===== config.mk =====
export PLATFORM = sky130hd
export DESIGN_NAME = fust_out_queue
export DESIGN_NICKNAME = d
export VERILOG_FILES = /design/src/rtl/first_unique_symbol_tracker_top_macros.svh /design/src/rtl/fust_pkg.sv /design/src/rtl/fust_out_queue.sv
export SDC_FILE = /design/constraint.sdc
export NUM_CORES = 1
export LEC_CHECK = 0
export BUFFER_PORTS_ARGS = -buffer_cell sky130_fd_sc_hd__buf_2
export CAP_MARGIN = 20
export CORE_ASPECT_RATIO = 0.9
export CORE_MARGIN = 2
export CORE_UTILIZATION = 50
export CTS_BUF_LIST = sky130_fd_sc_hd__clkbuf_8
export DETAILED_ROUTE_END_ITERATION = 8
export GPL_ROUTABILITY_DRIVEN = 0
export GPL_TIMING_DRIVEN = 0
export PLACE_DENSITY = 0.82
export SLEW_MARGIN = 20
export SYNTH_ARGS = -nofsm -noshare
export SYNTH_HDL_FRONTEND = slang
export SYNTH_SLANG_ARGS = --single-unit

===== constraint.sdc =====
create_clock -name aclk -period 2.3 [get_ports aclk]
set_clock_uncertainty 0.15 [all_clocks]
set_input_delay 0.345 -clock aclk [delete_from_list [all_inputs] [get_ports aclk]]
set_output_delay 0.345 -clock aclk [all_outputs]
set_load 0.05 [all_outputs]

===== src/rtl/first_unique_symbol_tracker_top_macros.svh =====
// Assertion macros for the first unique symbol tracker.
// Used by the tracker top level; no other dependencies.
`ifndef FIRST_UNIQUE_SYMBOL_TRACKER_TOP_MACROS_SVH
`define FIRST_UNIQUE_SYMBOL_TRACKER_TOP_MACROS_SVH

// Same-cycle implication, disabled during reset.
`define FUST_ASSERT_NOW(label, clk, rstn, ante, cons, msg) \
    label: assert property (@(posedge clk) disable iff (!(rstn)) (ante) |-> (cons)) \
        else $error(msg);

// Next-cycle implication, disabled during reset.
`define FUST_ASSERT_NEXT(label, clk, rstn, ante, cons, msg) \
    label: assert property (@(posedge clk) disable iff (!(rstn)) (ante) |=> (cons)) \
        else $error(msg);

`endif


===== src/rtl/fust_pkg.sv =====
// Shared types and constants of the first unique symbol tracker.
// No dependencies; imported by the output queue and the top level.
`timescale 1ns / 1ps

package fust_pkg;

    localparam int SYM_W             = 8;
    localparam int ALPHABET_SIZE_DEF = 256;
    localparam logic [SYM_W-1:0] NONE_MARK = 8'd35;

    localparam int STATUS_W = 2;
    localparam logic [STATUS_W-1:0] ST_UNSEEN   = 2'd0;
    localparam logic [STATUS_W-1:0] ST_ONCE     = 2'd1;
    localparam logic [STATUS_W-1:0] ST_REPEATED = 2'd2;

    localparam int OQ_DEPTH = 3;
    localparam int OQ_PTR_W = $clog2(OQ_DEPTH);
    localparam int OQ_CNT_W = $clog2(OQ_DEPTH + 1);

    typedef struct packed {
        logic             found;
        logic [SYM_W-1:0] first_unique;
    } result_t;

endpackage


===== src/rtl/fust_out_queue.sv =====
// Three-entry result queue between the list update stage and the m_ port.
// Depends on fust_pkg for the result type and queue sizing.
`timescale 1ns / 1ps

module fust_out_queue (
    input  logic                      aclk,
    input  logic                      aresetn,
    input  logic                      push,
    input  fust_pkg::result_t         push_data,
    input  logic                      pop,
    output logic                      out_valid,
    output fust_pkg::result_t         out_data,
    output logic [fust_pkg::OQ_CNT_W-1:0] count
);
    import fust_pkg::*;

    result_t               entry_reg [OQ_DEPTH];
    logic [OQ_PTR_W-1:0]   wr_ptr_reg, wr_ptr_next;
    logic [OQ_PTR_W-1:0]   rd_ptr_reg, rd_ptr_next;
    logic [OQ_CNT_W-1:0]   count_reg, count_next;
    logic                  do_pop;

    assign do_pop = pop && (count_reg != '0);

    always_comb begin
        wr_ptr_next = wr_ptr_reg;
        rd_ptr_next = rd_ptr_reg;
        count_next  = count_reg;
        if (push) begin
            wr_ptr_next = (wr_ptr_reg == OQ_PTR_W'(OQ_DEPTH - 1)) ? '0 : wr_ptr_reg + 1'b1;
        end
        if (do_pop) begin
            rd_ptr_next = (rd_ptr_reg == OQ_PTR_W'(OQ_DEPTH - 1)) ? '0 : rd_ptr_reg + 1'b1;
        end
        if (push && !do_pop) begin
            count_next = count_reg + 1'b1;
        end else if (!push && do_pop) begin
            count_next = count_reg - 1'b1;
        end
    end

    always_ff @(posedge aclk) begin
        if (!aresetn) begin
            wr_ptr_reg <= '0;
            rd_ptr_reg <= '0;
            count_reg  <= '0;
        end else begin
            wr_ptr_reg <= wr_ptr_next;
            rd_ptr_reg <= rd_ptr_next;
            count_reg  <= count_next;
        end
    end

    always_ff @(posedge aclk) begin
        if (push) begin
            entry_reg[wr_ptr_reg] <= push_data;
        end
    end

    assign out_valid = (count_reg != '0);
    assign out_data  = entry_reg[rd_ptr_reg];
    assign count     = count_reg;

endmodule


==> flow_metrics.env, run 1 <==
export IMPL_outcome="complete, no violations"
export IMPL_drv_cap=0
export IMPL_wl_per_cell_um=15.53
export IMPL_cts_resized=0
export IMPL_hold_violations=0
export IMPL_r2r_start="wr_ptr_reg[0]"
export IMPL_whs_ps=120.8
export IMPL_die_w_um=57.98
export IMPL_clock_latency_ps=270
export IMPL_critPathMaxFanout=10
export IMPL_netlist_top_cells_area="edfxtp_1, dfxtp_1, mux2i_1"
export IMPL_syn_to_final_growth_pct=18.32
export IMPL_crit_top_cell="buf_2"
export IMPL_path_cells="buf_2, nand2_1, o21ai_1, buf_2"
export IMPL_fin_util=0.6288
export IMPL_ys_ff_latch=35
export IMPL_num_rows=17
export IMPL_grt_pass1_wl_um=3760
export IMPL_cts_made_buffers=5
export IMPL_yosysMostFrequentCell="edfxtp_1"
export IMPL_holdBufCountCts=0
export IMPL_synth_top_area_frac=0.6183
export IMPL_slew_violations=0
export IMPL_critical_path_max_stage_delay_ps=510
export IMPL_port_buffers=24
export IMPL_clk_path_buf_depth=2
export IMPL_end_kind="output pin"
export IMPL_slew_headroom=0.4041
export IMPL_nNetsFinal=134
export IMPL_synth_area_per_cell_um2=14.73
export IMPL_synth_distinct_cells=21
export IMPL_critPathBufInv=2
export IMPL_clock_sinks=35
export IMPL_grt_pass1_vias=804
export IMPL_synth_area_um2=1311
export IMPL_via_count=799
export IMPL_period_share=0.8883
export IMPL_rsz0062_at_grt="no"
export IMPL_seq_area_frac_synth=0.7405
export IMPL_drc_errors=0
export IMPL_drtPass1Iterations=4
export IMPL_total_leakage_power_nw=0.5761
export IMPL_startpoint_type="flop"
export IMPL_setup_viol=0
export IMPL_htree_num_levels=2
export IMPL_hold_class="in -> reg"
export IMPL_worstSetupPathType="reg -> out"
export IMPL_die_y_um=52.58
export IMPL_synth_edf_count=27
export IMPL_tightest_slew_ps=890.5
export IMPL_drive_gt1_frac=0.2833
export IMPL_cts_setup_buffers=0
export IMPL_min_delay_start="push_data[3]"
export IMPL_crit_required_ps=1800
export IMPL_ys_top_cells_by_count="edfxtp_1, nand2_1, mux2i_1, o21ai_1, dfxtp_1"
export IMPL_dp_hpwl_um=1615
export IMPL_routed_via_density=5.399
export IMPL_period_minus_slack_ps=2043
export IMPL_reg2reg_to="entry_reg[1][7]"
export IMPL_r2r_cells=2
export IMPL_antenna_found_initial=0
export IMPL_ir_worst_vdd_v=0.0008776
export IMPL_root_buffer="clkbuf_8"
export IMPL_synth_top_cell_by_area="edfxtp_1"
export IMPL_initial_core_util=0.5314
export IMPL_dieArea_um2=3049
export IMPL_synthCells=89
export IMPL_yosysWarningCount=0
export IMPL_grt_usage=0.1786
export IMPL_antenna_left=0
export IMPL_cts_tree="yes"
export IMPL_grt_max_degree=11
export IMPL_tns_ps=0
export IMPL_core_area_um2=2467
export IMPL_cp_top_family="buffers and inverters"
export IMPL_io_pins=25
export IMPL_largest_reg_flops=27
export IMPL_dr_first_iter_drc_count=17
export IMPL_rrSetupSlack_ps=650
export IMPL_power_density_nw_per_um2=1136
export IMPL_synth_fp_nets=103
export IMPL_overflow=0
export IMPL_synthArstFlopShare=0
export IMPL_fmax_mhz=489.4
export IMPL_antenna_cells=0
export IMPL_cts_reportedPaths_clkPinSlew_ps=70
export IMPL_slowest_stage="dfxtp_1"
export IMPL_routed_wl_um=2299
export IMPL_cp_arrival_ps=1550
export IMPL_synth_ff_type="edfxtp_1"
export IMPL_min_path_cells=1
export IMPL_min_to="entry_reg[1][3]"
worst register-to-register path, stage by stage (launching register included):
cell     delay [ps]
dfxtp_1         380
nand2_1          70
nor2_1          670
power breakdown:
group | switching (mW) | leakage [nW] | internal, mW
logic | 0.421 | 0.214 | 0.167
registers | 0.0422 | 0.315 | 0.740
clock network | 0.192 | 0.0466 | 0.199
worst max path at each step:
stage / from / cells after the start / end / slack (ps)
global route: flop / 4 / out_data[5] / 110
detailed placement: flop / 5 / out_data[1] / 410
finish: flop / 4 / out_data[5] / 260
global placement: push / 2 / entry_reg[0][4] / 50
CTS: flop / 5 / out_data[1] / 110
floorplan: count[0] / 4 / count[1] / 410
layout make-up:
type / count / area (µm²)
fillers: 197 / 915.9
multi-input cells: 51 / 331.6
well taps: 28 / 35.03
plain buffers: 2 / 10.01
repair buffers: 25 / 127.6
clock buffers: 5 / 68.82
clock inverters: 2 / 7.507
flip-flops and latches: 35 / 970.9
cells in the final DEF, fill, tap and decap left out, drive strengths merged:
cell type	synthesis	final
nor2	2	2
nor3b	1	1
xor2	1	1
inv	0	2
clkbuf	1	5
mux2i	9	9
nand2	13	13
nor2b	2	2
and2	1	1
o21ai	11	11
or3	2	2
buf	2	27
ha	1	1
o21a	2	2
edfxtp	27	27
or2	1	1
xnor2	1	1
a21boi	3	3
dfxtp	8	8
or3b	1	1
per-stage QoR:
step / total power, mW / instance area, µm² / setup WS (ps) / std cells
after floorplan: 1.254 / 1311 / 411.0 / 89
after global placement: 1.366 / 1466 / 50.07 / 141
after detailed placement: 1.391 / 1479 / 414.8 / 142
after CTS: 1.779 / 1555 / 109.8 / 149
after global routing: 1.854 / 1551 / 109.1 / 148
final: 1.762 / 1551 / 256.8 / 148
layer usage:
metal	wire, µm	track usage
met5	0	0
met4	24	0.06977
met3	124	0.06173
met2	1193	0.2973
met1	957	0.2138
logic make-up after synthesis:
| kind of cell | Yosys count | share of synthesized area |
|---|---|---|
| AOI/OAI and AO/OA | 16 | 0.07346 |
| xor gates and xnor gates | 2 | 0.01336 |
| adders and majority gates | 1 | 0.009540 |
| buffers and inverters | 3 | 0.01049 |
| DFF | 35 | 0.7405 |
| muxes | 9 | 0.06871 |
| and+or+nand+nor | 23 | 0.08398 |
(Power assumes the default switching activity.)
==> run 2: changes to the inputs <==
--- a/config.mk
+++ b/config.mk
@@ -10,3 +10,2 @@
 export CORE_ASPECT_RATIO = 0.9
-export CORE_MARGIN = 2
 export CORE_UTILIZATION = 50
==> constraint.sdc (replaced) <==
create_clock -name aclk -period 2.3 [get_ports aclk]
set_clock_uncertainty 0.15 [all_clocks]
set_input_delay 0.115 -clock aclk [delete_from_list [all_inputs] [get_ports aclk]]
set_output_delay 0.115 -clock aclk [all_outputs]
set_load 0.05 [all_outputs]
==> run 2 against run 1 <==
  * Die area down 7.1%
  * Design area up 6.9%
  * Clock power down 1%
  * Core utilization up 4.4 points
  * Largest cell class unchanged
  * Via count up 3.1%
  * Sequential cell count unchanged
  * Final cell count up 8.1%
  * Sequential share of layout area down 4.1 points
  * Setup slack better by 75 ps
  * Largest power group unchanged
  * Combinational power up 3.6%
  * Total power up 0.64%
  * First-iteration DRC count up 110%
==> flow_metrics.env, run 2 (synthesis gave the netlist of run 1 again) <==
export IMPL_slew_headroom=0.4027
export IMPL_switchingPower_mw=0.6539
export IMPL_largest_reg_flops=27
export IMPL_port_buffers=24
export IMPL_power_density_nw_per_um2=1069
export IMPL_htree_num_levels=2
export IMPL_die_w_um=55.98
export IMPL_whs_ps=44.01
export IMPL_holdBufCountCts=10
export IMPL_critPathMaxFanout=10
export IMPL_drtPass1Iterations=5
export IMPL_grt_usage=0.1742
export IMPL_cp_arrival_ps=1700
export IMPL_clockPowerShare=0.218
export IMPL_overflow=0
export IMPL_cts_made_buffers=5
export IMPL_crit_top_cell="buf_2"
export IMPL_swShare=0.3688
export IMPL_layout_common_cells="edfxtp_1, buf_2, nand2_1, dlygate4sd3_1"
export IMPL_path_cells="clkbuf_1, buf_2, nand2_1, o21ai_1, buf_2"
export IMPL_period_share=0.8556
export IMPL_die_y_um=50.58
export IMPL_setup_viol=0
export IMPL_worst_slack_ps=332.1
export IMPL_crit_required_ps=2040
export IMPL_outcome="complete, no violations"
export IMPL_ir_worst_vdd_v=0.0009683
export IMPL_fin_util=0.6724
export IMPL_antenna_found_initial=0
export IMPL_fmax_mhz=508.2
export IMPL_antenna_left=0
export IMPL_antenna_cells=0
export IMPL_rrSetupSlack_ps=650
export IMPL_drive_gt1_frac=0.2576
export IMPL_syn_to_final_growth_pct=26.53
export IMPL_tns_ps=0
export IMPL_drc_errors=0
export IMPL_nFillCells=202
export IMPL_root_buffer="clkbuf_8"
export IMPL_period_minus_slack_ps=1968
export IMPL_grt_pass1_vias=790
export IMPL_critical_path_endpoint="out_data[0]"
export IMPL_worst_path_stages=5
export IMPL_dieArea_um2=2831
export IMPL_drv_cap=0
export IMPL_via_count=824
export IMPL_nNetsFinal=145
export IMPL_startpoint_type="flop"
export IMPL_total_leakage_power_nw=0.6244
export IMPL_end_kind="output pin"
export IMPL_place_area_um2=1479
export IMPL_worstSetupPathType="reg -> out"
export IMPL_final_area_um2=1659
export IMPL_reg2reg_to="entry_reg[1][7]"
export IMPL_io_pins=25
export IMPL_total_power_mw=1.773
export IMPL_dr_first_iter_drc_count=36
export IMPL_cts_setup_buffers=0
export IMPL_cts_reportedPaths_clkPinSlew_ps=60
export IMPL_clock_latency_ps=270
export IMPL_hold_class="in -> reg"
export IMPL_initial_core_util=0.5314
export IMPL_place_ws_ps=642.2
export IMPL_clk_path_buf_depth=2
export IMPL_hold_violations=0
export IMPL_multi_input_area_um2=331.6
export IMPL_grt_max_degree=11
export IMPL_cp_top_family="buffers and inverters"
export IMPL_critPathBufInv=3
export IMPL_p_comb_frac=0.343
export IMPL_p_int_mw=1.119
export IMPL_critical_path_max_stage_delay_ps=350
export IMPL_cts_tree="yes"
export IMPL_clock_sinks=35
export IMPL_tightest_slew_ps=892.7
export IMPL_core_area_um2=2467
export IMPL_wl_per_cell_um=14.08
export IMPL_rsz0062_at_grt="no"
export IMPL_slew_violations=0
export IMPL_placed_cells=142
export IMPL_dp_hpwl_um=1487
export IMPL_routed_wl_um=2253
export IMPL_num_rows=17
export IMPL_routed_via_density=5.150
export IMPL_slowest_stage="clkbuf_1"
export IMPL_r2r_start="wr_ptr_reg[0]"
export IMPL_register_area_um2=970.9
export IMPL_fin_cells=160
export IMPL_cts_resized=0
export IMPL_grt_pass1_wl_um=3532
export IMPL_r2r_cells=2
export IMPL_seqPwrFrac=0.438
export IMPL_layout_commonest_cell="edfxtp_1"
run 2: final cells by class:
| class | count | share of cell area |
|---|---|---|
| Buffer | 3 | 0.008296 |
| Clock buffer | 5 | 0.04148 |
| Clock inverter | 3 | 0.006787 |
| Multi-Input combinational cell | 51 | 0.1998 |
| Sequential cell | 35 | 0.5852 |
| Tap cell | 28 | 0.02112 |
| Timing Repair Buffer | 35 | 0.1373 |
run 2: layer usage:
layer | track usage | vias up | routed length [µm]
met4 | 0.07317 | 0 | 15
met1 | 0.2048 | 379 | 936
met2 | 0.2976 | 32 | 1172
met3 | 0.05412 | 2 | 128
li1 | - | 411 | -
met5 | 0 | - | 0
run 2: worst min path at each step:
stage                 startpoint               to  slack [ps]  cells past startpoint
global placement    push_data[3]  entry_reg[0][3]         160                      1
floorplan           push_data[0]  entry_reg[0][0]          60                      0
finish                       pop    rd_ptr_reg[1]          40                      4
global route                 pop             flop          60                      4
CTS                          pop    rd_ptr_reg[1]          40                      4
detailed placement  push_data[4]  entry_reg[2][4]         170                      1
run 2: tightest hold or removal path, stage by stage:
cell	delay (ps)
buf_2	80
o21ai_2	70
nand2_1	70
a21boi_1	70
run 2: power by group through the flow:
stage	logic (mW)	registers [mW]	clock network, mW
6_report	0.609	0.777	0.387
5_1_grt	0.641	0.783	0.422
4_1_cts	0.610	0.778	0.400
3_5_place_dp	0.596	0.791	0
3_3_place_gp	0.579	0.786	0
2_1_floorplan	0.409	0.844	0
==> run 3: changes to the inputs <==
CORE_UTILIZATION = 56   (was 50)
GPL_ROUTABILITY_DRIVEN = not set   (was 0)
PLACE_DENSITY = 0.9   (was 0.82)
clock period = 2.23 ns   (was 2.3 ns; I/O delays follow)
==> run 3 against run 2 <==
  * Register-to-register slack worse by 80 ps
  * Combinational power is 2% higher
  * Hold slack got worse by 5.0 ps
  * Via count down 0.49%
  * Critical path depth stayed put
  * Sequential cell count is the same
  * Sequential power grew 3.5%
==> flow_metrics.env, run 3 (synthesis gave the netlist of run 1 again) <==
export IMPL_place_area_um2=1470
export IMPL_ir_worst_vdd_v=0.001348
export IMPL_total_power_mw=2.002
export IMPL_setup_viol=0
export IMPL_cp_arrival_ps=1710
export IMPL_tightest_slew_ps=850.8
export IMPL_place_congestion=0.6635
export IMPL_final_area_um2=1688
export IMPL_drv_cap=0
export IMPL_end_kind="output pin"
export IMPL_layout_common_cells="edfxtp_1, buf_2, nand2_1, dlygate4sd3_1"
export IMPL_core_area_um2=2202
export IMPL_total_leakage_power_nw=0.6287
export IMPL_drc_errors=0
export IMPL_seqPwrFrac=0.401
export IMPL_antenna_left=0
export IMPL_dieArea_um2=2539
export IMPL_routed_wl_um=2288
export IMPL_clock_latency_ps=280
export IMPL_antenna_found_initial=0
export IMPL_power_density_nw_per_um2=1186
export IMPL_wl_per_cell_um=14.48
export IMPL_antenna_cells=0
export IMPL_tns_ps=0
export IMPL_holdBufCountCts=10
export IMPL_clockPowerShare=0.287
export IMPL_layout_commonest_cell="edfxtp_1"
export IMPL_placed_cells=140
export IMPL_min_path_cells=4
export IMPL_cts_resized=0
export IMPL_nNetsFinal=144
export IMPL_rsz0062_at_grt="no"
export IMPL_drtPass1Iterations=4
export IMPL_initial_core_util=0.5955
export IMPL_hold_violations=0
export IMPL_grt_max_degree=12
export IMPL_num_rows=16
export IMPL_swShare=0.3476
export IMPL_dr_first_iter_drc_count=15
export IMPL_p_comb_frac=0.311
export IMPL_largest_reg_flops=27
export IMPL_period_minus_slack_ps=1975
export IMPL_drive_gt1_frac=0.2748
export IMPL_die_w_um=53.01
export IMPL_critical_path_max_stage_delay_ps=360
export IMPL_startpoint_type="flop"
export IMPL_via_count=820
export IMPL_port_buffers=24
export IMPL_fin_cells=158
export IMPL_path_cells="clkbuf_1, buf_2, nand2_1, o21ai_1, buf_2"
export IMPL_clk_path_buf_depth=2
export IMPL_crit_required_ps=1970
export IMPL_clock_sinks=35
export IMPL_grt_usage=0.2082
export IMPL_slew_violations=0
export IMPL_r2r_cells=4
export IMPL_cts_tree="yes"
export IMPL_die_y_um=47.91
export IMPL_root_buffer="clkbuf_8"
export IMPL_worstSetupPathType="reg -> out"
export IMPL_routed_via_density=5.190
export IMPL_p_int_mw=1.306
export IMPL_crit_top_cell="buf_2"
export IMPL_grt_pass1_vias=780
export IMPL_htree_num_levels=2
export IMPL_outcome="complete, no violations"
export IMPL_dp_hpwl_um=1521
export IMPL_io_pins=25
export IMPL_fin_util=0.7665
export IMPL_period_share=0.8857
export IMPL_slew_headroom=0.4307
export IMPL_fmax_mhz=506.3
export IMPL_overflow=0
export IMPL_cts_reportedPaths_clkPinSlew_ps=60
export IMPL_slowest_stage="clkbuf_1"
export IMPL_syn_to_final_growth_pct=28.72
export IMPL_critPathMaxFanout=10
export IMPL_hold_class="in -> reg"
export IMPL_grt_pass1_wl_um=3298
export IMPL_cts_setup_buffers=0
export IMPL_cts_made_buffers=5
export IMPL_switchingPower_mw=0.6960
## run 3: per-stage QoR
| stage | hold slack [ps] | setup WS [ps] |
|---|---|---|
| 2_1_floorplan | 60.37 | 341.0 |
| 3_3_place_gp | 159.5 | 190.0 |
| 3_5_place_dp | 166.9 | 571.9 |
| 4_1_cts | 27.19 | 266.1 |
| 5_1_grt | 63.72 | 130.6 |
| 6_report | 39.04 | 254.8 |
## run 3: metal layers
metal | GRT usage | wire length [µm] | vias up
met5 | 0 | 0 | -
met4 | 0.09474 | 30 | 0
met3 | 0.1048 | 118 | 5
met2 | 0.3747 | 1195 | 27
met1 | 0.2050 | 943 | 378
li1 | - | - | 410
## run 3: worst max-delay path: cells and delay by family, from the launching register on
family                 cells  cell delay [ps]
AOI/OAI and AO/OA          1              100
buffers and inverters      3              950
DFF                        1              300
and+or+nand+nor            1               80
## run 3: layout make-up
| type | count | area, µm² |
|---|---|---|
| sequential | 35 | 970.9 |
| fill | 148 | 514.2 |
| multi-input combinational | 51 | 331.6 |
| timing repair buffer | 34 | 220.2 |
| clock buffer | 6 | 82.58 |
| clock inverter | 2 | 35.03 |
| tap | 27 | 33.78 |
| buffer | 3 | 13.76 |
## run 3: path summary, 6_finish.rpt
| check | start | endpoint | slack [ps] |
|---|---|---|---|
| worst max register to register | count[0] | count[1] | 570 |
| worst min register to register | rd_ptr_reg[0] | rd_ptr_reg[0] | 330 |
| worst max-delay path | flop | out_data[3] | 250 |
| worst min-delay path | pop | rd_ptr_reg[0] | 40 |
## run 3: power groups by stage
| stage | registers, mW | clock network [mW] | logic, mW |
|---|---|---|---|
| final | 0.804 | 0.576 | 0.623 |
| after global routing | 0.809 | 0.616 | 0.667 |
| after CTS | 0.803 | 0.584 | 0.626 |
| after detailed placement | 0.817 | 0 | 0.612 |
| after global placement | 0.810 | 0 | 0.594 |
| after floorplan | 0.871 | 0 | 0.422 |
